File: config.mk
export PLATFORM = sky130hd
export DESIGN_NAME = aik_delay
export DESIGN_NICKNAME = d
export VERILOG_FILES = /design/src/rtl/core/aik_delay.sv
export SDC_FILE = /design/constraint.sdc
export NUM_CORES = 1
export LEC_CHECK = 0
export BUFFER_PORTS_ARGS = -buffer_cell sky130_fd_sc_hd__buf_4
export CAP_MARGIN = 20
export CORE_AREA = 2 2 39 41
export DETAILED_ROUTE_END_ITERATION = 7
export DIE_AREA = 0 0 41 43
export HOLD_SLACK_MARGIN = 0.06
export PLACE_DENSITY = 0.76
export RECOVER_POWER = 50
export SKIP_CTS_REPAIR_TIMING = 1
export SYNTH_ARGS = -nofsm -noshare
export SYNTH_HDL_FRONTEND = slang
export SYNTH_SLANG_ARGS = --single-unit
File: constraint.sdc
create_clock -name aclk -period 1.85 [get_ports aclk]
set_input_delay 0.185 -clock aclk [delete_from_list [all_inputs] [get_ports aclk]]
set_output_delay 0.185 -clock aclk [all_outputs]
set_load 0.03 [all_outputs]
File: src/rtl/core/aik_delay.sv
// Enabled shift line that keeps side data aligned with the pipelined units.
module aik_delay #(
    parameter int W     = 8,
    parameter int DEPTH = 2
) (
    input  logic         aclk,
    input  logic         en,
    input  logic [W-1:0] din,
    output logic [W-1:0] dout
);

    logic [W-1:0] line_reg [DEPTH];

    // Shift one place whenever the pipeline advances.
    always_ff @(posedge aclk) begin
        if (en) begin
            line_reg[0] <= din;
            for (int i = 1; i < DEPTH; i++) begin
                line_reg[i] <= line_reg[i-1];
            end
        end
    end

    assign dout = line_reg[DEPTH-1];

endmodule

==> flow_summary.ini <==
[route]
via_count = 218
routed_wl_um = 534
wire_per_inst_um = 10.3
drc = 0
post_drt_via_cell_ratio = 4.19
ant_nets = 0
drt_iter0_drc = 0
dr.pass1.iters = 1

[global_routing]
grt_overflow = 0
grt_pass1_vias = 180
track_usage = 0.0709
grt_antenna_before_repair = 0
grt_max_degree = 17
grt_pass1_wl_um = 752

[clocking]
cts_made_buffers = 3
cts_buffer_depth = 2
h-tree-depth = 1
root_buffer = clkbuf_4
path_clk_slew_ns = 0.08
cts_tree = done
numClockSinks = 16
clock_latency_ns = 0.26

[timing]
rsz0062_at_grt = false
relSlewSlack = 0.468
final.setup.tns_ns = 0
setup_violations = 0
tightest_slew_ns = 0.798
period_needed_ns = 1.00
post-route-period-util = 0.542
hold_viol = 0
max_freq_mhz = 998
finClkSkew_ns = 0.000424
slew_viol_final = 0

[final_layout]
multi_input_area_um2 = 0
drive_gt1_frac = 0.528
final_common_cell = edfxtp_1
diodes = 0
stdcell_area_um2 = 647
comb.multi_input.count = 0
layout_common_cells = 16 x edfxtp_1, 11 x clkbuf_4, 8 x buf_4
utilization = 0.467
largest_reg_flops = 16
final_net_count = 48
syn2layout_area_growth_pct = 19.7

[synth]
synth_area_um2 = 541
avgSynthCellArea_um2 = 22.5
ys_warn_count = 0
syn_nets = 34
synth.distinct_cells = 2
ys_ff_latch = 16
synthCells = 24
ys_seq_area_frac = 0.889

[critical_path]
r2r_slack_ns = 1.22
slowest_stage = edfxtp_1
critPathMaxStageDelay_ns = 0.38
crit_required_ns = 1.66
reg2reg_from = line_reg[0][7]
critPathCaptureType = output port
arrival_ns = 0.82
worstSetupStartpointType = flip-flop
reg2reg_to = line_reg[0][15]
crit_path_cell_trace = buf_4
crit_family = flip-flops
critPathMaxFanout = 1
crit_buf_inv = 1
path_class = reg -> out
reg2reg_depth = 0

[pwr]
seqPwrFrac = 0.664
sw_frac_of_total = 0.195
power_mw = 0.656
p_sw_mw = 0.128
p_comb_frac = 0.090
power_frac_clock = 0.246
p_leak_nw = 0.247
p_int_mw = 0.528
p_per_area_nw_per_um2 = 1010
ir_drop_mv = 0.475

[hold_path]
hold_end = line_reg[0][4]
hold_start = din[4]
worst_hold_path_type = in -> reg
hold_depth = 1

[floorplanning]
rows = 14
die_area_um2 = 1760
initial_core_util = 0.391
die_w_um = 41
io_pins = 18
core_um2 = 1380
die_h_um = 43

[run_status]
status = finished, final reports clean

[placed_design]
postPlaceCellArea_um2 = 628
port_buffers = 17
gp_congestion = 0.640

[run]
maxCapViolCount = 0
==> cells in the mapped netlist <==
| cell type | instances | share of area |
|---|---|---|
| buf_4 | 8 | 0.11 |
| edfxtp_1 | 16 | 0.89 |
==> stage by stage <==
stage / hold WS (ns) / std cells / setup slack, ns
detailed placement: 0.364 / 49 / 1.13
global placement: 0.364 / 49 / 1.15
finish: 0.111 / 52 / 0.848
global route: 0.0905 / 52 / 0.798
floorplan: 0.284 / 24 / 1.16
CTS: 0.0825 / 52 / 0.828
==> cell type report <==
class | count | area, µm²
tap | 16 | 20.0
fill | 126 | 737
timing repair buffer | 17 | 124
clock buffer | 3 | 22.5
sequential | 16 | 480
==> power groups by stage <==
stage | Combinational, mW | Clock, mW | Sequential, mW
2_1_floorplan | 0.0402 | 0 | 0.442
3_3_place_gp | 0.0605 | 0 | 0.442
3_5_place_dp | 0.0617 | 0 | 0.445
4_1_cts | 0.0617 | 0.169 | 0.436
5_1_grt | 0.0624 | 0.186 | 0.439
6_report | 0.0589 | 0.162 | 0.436
==> cells by family (layout without fill, tap and decap cells) <==
group / Yosys count / count (layout) / share of synthesized area
buffers and inverters: 8 / 20 / 0.111
flip-flops: 16 / 16 / 0.889
==> worst max path at each step <==
stage | from | endpoint | depth (start not counted)
3_3_place_gp | en | line_reg[0][11] | 1
4_1_cts | line_reg[0][15] | dout[7] | 1
6_report | line_reg[0][15] | dout[7] | 1
2_1_floorplan | line_reg[0][8] | dout[0] | 1
3_5_place_dp | line_reg[0][15] | dout[7] | 1
5_1_grt | line_reg[0][15] | dout[7] | 1
==> per-layer routing <==
metal / vias up / share of wire / global-route usage
li1: 105 / - / -
met1: 97 / 0.33 / 0.0839
met2: 16 / 0.52 / 0.0938
met3: 0 / 0.15 / 0.0314
met4: 0 / 0 / 0.0600
met5: - / 0 / 0
Note: power is estimated with default switching activity, not from simulation.
