### src/rtl/core/aik_isqrt.sv
// Pipelined floor integer square root, one result bit per stage.
module aik_isqrt #(
    parameter int W = 21
) (
    input  logic           aclk,
    input  logic           en,
    input  logic [2*W-1:0] rad,
    output logic [W-1:0]   root
);

    logic [2*W-1:0] rad_reg  [W];
    logic [W+1:0]   rem_reg  [W];
    logic [W-1:0]   root_reg [W];

    genvar k;
    generate
        for (k = 0; k < W; k++) begin : g_stage
            logic [2*W-1:0] rad_in;
            logic [W+1:0]   rem_in;
            logic [W-1:0]   root_in;
            logic [W+1:0]   rem_sh;
            logic [W+1:0]   trial;

            if (k == 0) begin : g_first
                assign rad_in  = rad;
                assign rem_in  = '0;
                assign root_in = '0;
            end else begin : g_rest
                assign rad_in  = rad_reg[k-1];
                assign rem_in  = rem_reg[k-1];
                assign root_in = root_reg[k-1];
            end

            // Bring down the next two radicand bits and try the next root bit.
            assign rem_sh = {rem_in[W-1:0], rad_in[2*W-1 -: 2]};
            assign trial  = {root_in, 2'b01};

            always_ff @(posedge aclk) begin
                if (en) begin
                    rad_reg[k] <= {rad_in[2*W-3:0], 2'b00};
                    if (rem_sh >= trial) begin
                        rem_reg[k]  <= rem_sh - trial;
                        root_reg[k] <= {root_in[W-2:0], 1'b1};
                    end else begin
                        rem_reg[k]  <= rem_sh;
                        root_reg[k] <= {root_in[W-2:0], 1'b0};
                    end
                end
            end
        end
    endgenerate

    assign root = root_reg[W-1];

endmodule

### config.mk
export PLATFORM = sky130hd
export DESIGN_NAME = aik_isqrt
export DESIGN_NICKNAME = d
export VERILOG_FILES = /design/src/rtl/core/aik_isqrt.sv
export SDC_FILE = /design/constraint.sdc
export NUM_CORES = 1
export LEC_CHECK = 0
export ABC_AREA = 1
export BUFFER_PORTS_ARGS = -buffer_cell sky130_fd_sc_hd__buf_2
export CELL_PAD_IN_SITES_DETAIL_PLACEMENT = 1
export CELL_PAD_IN_SITES_GLOBAL_PLACEMENT = 1
export CORE_ASPECT_RATIO = 2
export CORE_MARGIN = 8
export CORE_UTILIZATION = 25
export CTS_BUF_LIST = sky130_fd_sc_hd__clkbuf_8
export CTS_CLUSTER_DIAMETER = 40
export DETAILED_ROUTE_END_ITERATION = 10
export GPL_TIMING_DRIVEN = 0
export PLACE_DENSITY_LB_ADDON = 0.12
export SKIP_LAST_GASP = 1
export SYNTH_ARGS = -nofsm -noshare
export SYNTH_HDL_FRONTEND = slang
export SYNTH_SLANG_ARGS = --single-unit
### constraint.sdc
create_clock -name aclk -period 6.5 [get_ports aclk]
set_clock_uncertainty 0.2 [all_clocks]
set_input_delay 0.65 -clock aclk [delete_from_list [all_inputs] [get_ports aclk]]
set_output_delay 0.65 -clock aclk [all_outputs]
set_load 0.01 [all_outputs]
==> flow_summary.ini <==
[clocking]
clk_latency_ps = 880
cts_tree = yes
cts-htree-levels = 4
clockBufferDepth = 4
cts-buffers-inserted = 189
clock-sinks = 1045
cts.clk_slew.worst_paths_ps = 60
cts-root-buf = clkbuf_8
post_cts_buffers = 0

[critical_path]
worst-path-buf-inv = 7
setup.worst_path.end_class = flop
path_max_fanout = 123
r2r_cells = 11
slowest_delay_ps = 900
worstPathRequired_ps = 7030
crit_chain = buf_8, buf_16, buf_16, buf_2, buf_2, clkbuf_1, nand2_1, inv_1
cp_num_cells = 8
cp.arrival_ps = 5140
cp_slowest_cell = clkbuf_1
path_class = in2reg
startpoint_type = primary input
cpLargestDelayFamily = buffers and inverters

[logic_synthesis]
synthMuxAreaShare = 0
synthAdderAreaFrac = 0.0567
synth_top_cell_by_area = edfxtp_1
syn-cell-area_um2 = 56100
synth_xor_xnor_area_share = 0.0264
synth_simple_gate_area_frac = 0.245
synth.avg_cell_area_um2 = 8.93
synth-compound-area-share = 0.0332
synthCells = 6285
synth_top_family_by_area = simple AND/OR/NAND/NOR gates
synth_top_area_frac = 0.559
synth_fp_nets = 6583
synth.area.top_cells = edfxtp_1, nand2_1, inv_1
ys_seq_area_frac = 0.559
yosys_warnings = 0
synth.distinct_cells = 42
ys_seq_elements = 1045

[global_routing]
grt_max_degree = 124
grt.total_usage = 0.140
grt_pass1_wl_um = 264000
grt_pass1_vias = 45000
gr-total-overflow = 0
antenna_found_initial = 4

[floorplanning]
die_width_um = 351
io_pins = 65
fp.dieArea_um2 = 241000
start_util = 0.251
coreArea_um2 = 224000
num_rows = 246
dieHeight_um = 686

[power]
p_leak_uw = 0.0289
powerDensity_nw_per_um2 = 295
ir_worst_vdd_uv = 154
p_total_uw = 19000

[placement]
io_buffers = 64
pre_cts_slack_ps = 544
gp_congestion = 0.854
dp_hpwl_um = 133000
dp.cells = 9332
dpl_cell_area_um2 = 60300

[routing]
first_pass_iters = 5
finalWirelength_um = 170000
routedWlPerCell_um = 17.6
drt_iter0_markers = 2047
vias_per_cell = 4.33
drc = 0
ant_nets = 0
vias = 42100

[cells_and_area]
nNetsFinal = 6887
final_common_cell = nand2_1
largest_reg_flops = 420
syn2layout_area_growth_pct = 14.9
fillers = 26200
layoutNonFillerInstCount = 9709
drive_above_1_share = 0.0669
final_cell_mix = nand2_1, inv_1, edfxtp_1, nor2_1, nand3_1
fin_area_um2 = 64500

[sta]
finalCritPeriodShare = 0.709
tightest_slew_ps = 1150
slew_headroom = 0.231
fmax_ghz = 0.217
setup_viol = 0
final-hold-violation-count = 0
rsz0062_at_grt = no
hold_slack_ps = 171
slew_viol_final = 0
min_period_ps = 4610
worst_slack_ps = 1890

[flow_run]
drv_cap = 0

[worst_hold_path]
hold-path-cell-count = 1
hp-class = in2reg

[outcome]
status = completed
==> where the power goes <==
group          internal (uW)  switching [uW]
logic                   1280            2740
clock network           3340            2870
registers               8310             486
total                  12900            6100
==> per-stage QoR <==
step | TNS (ps) | util
after floorplan | 0 | -
after global placement | -6288790 | 0.269
after detailed placement | 0 | 0.270
after CTS | 0 | 0.288
after global routing | 0 | 0.288
final | 0 | 0.288
==> path summary, 6_finish.rpt <==
path	start	end	slack (ps)
hold / removal	en	rad_reg[0][84]	170
hold reg to reg	rad_reg[1][103]	rad_reg[1][145]	200
setup / recovery	en	root_reg[2][9]	1890
setup reg to reg	root_reg[2][12]	rem_reg[4][37]	3360
==> cell usage after synthesis (all sizes together) <==
master / n
nand2: 2034
nor4: 9
o21a: 6
buf: 53
nor3b: 4
inv: 1077
o21ai: 136
nand4: 103
xor2: 116
o311ai: 1
a31oi: 1
and3: 2
xnor2: 53
clkbuf: 24
nor3: 71
nor2b: 2
nand3b: 65
nor2: 552
o21bai: 11
edfxtp: 1044
ha: 254
a21oi: 196
or2: 9
and2: 15
clkinv: 2
o211ai: 3
a21o: 3
dfxtp: 1
nand3: 437
or3: 1
==> layer usage <==
| metal | wire, um | vias up | global-route usage |
|---|---|---|---|
| li1 | - | 21100 | - |
| met1 | 80100 | 20200 | 0.188 |
| met2 | 78500 | 589 | 0.229 |
| met3 | 6010 | 267 | 0.0205 |
| met4 | 5880 | 0 | 0.0485 |
| met5 | 0 | - | 0 |
==> area by class of cell <==
cell class,instances,area [um^2],area share
clock buffer,192,2640,0.0410
clock inverter,141,1060,0.0165
multi-input combinational,4084,20300,0.314
buffer,77,432,0.00670
antenna,2,5.00,0.0000776
sequential,1045,31400,0.487
tap,2976,3720,0.0578
timing repair buffer,113,913,0.0142
inverter,1079,4050,0.0628
==> what timing repair did <==
action | CTS | global route
hold endpoints to repair | 42 | 0
endpoints found under the setup margin | 0 | 0
resized for setup | 0 | 0
hold buffers | 42 | 0
==> cell families (layout without fill, tap and decap cells) <==
| logic type | after synthesis | after routing |
|---|---|---|
| AOI/OAI and AO/OA | 357 | 357 |
| xor gates and xnor gates | 169 | 169 |
| adders and majority gates | 254 | 254 |
| buffers and inverters | 1156 | 1602 |
| DFF | 1045 | 1045 |
| other | 0 | 2 |
| and+or+nand+nor | 3304 | 3304 |
(Power assumes the default switching activity.)
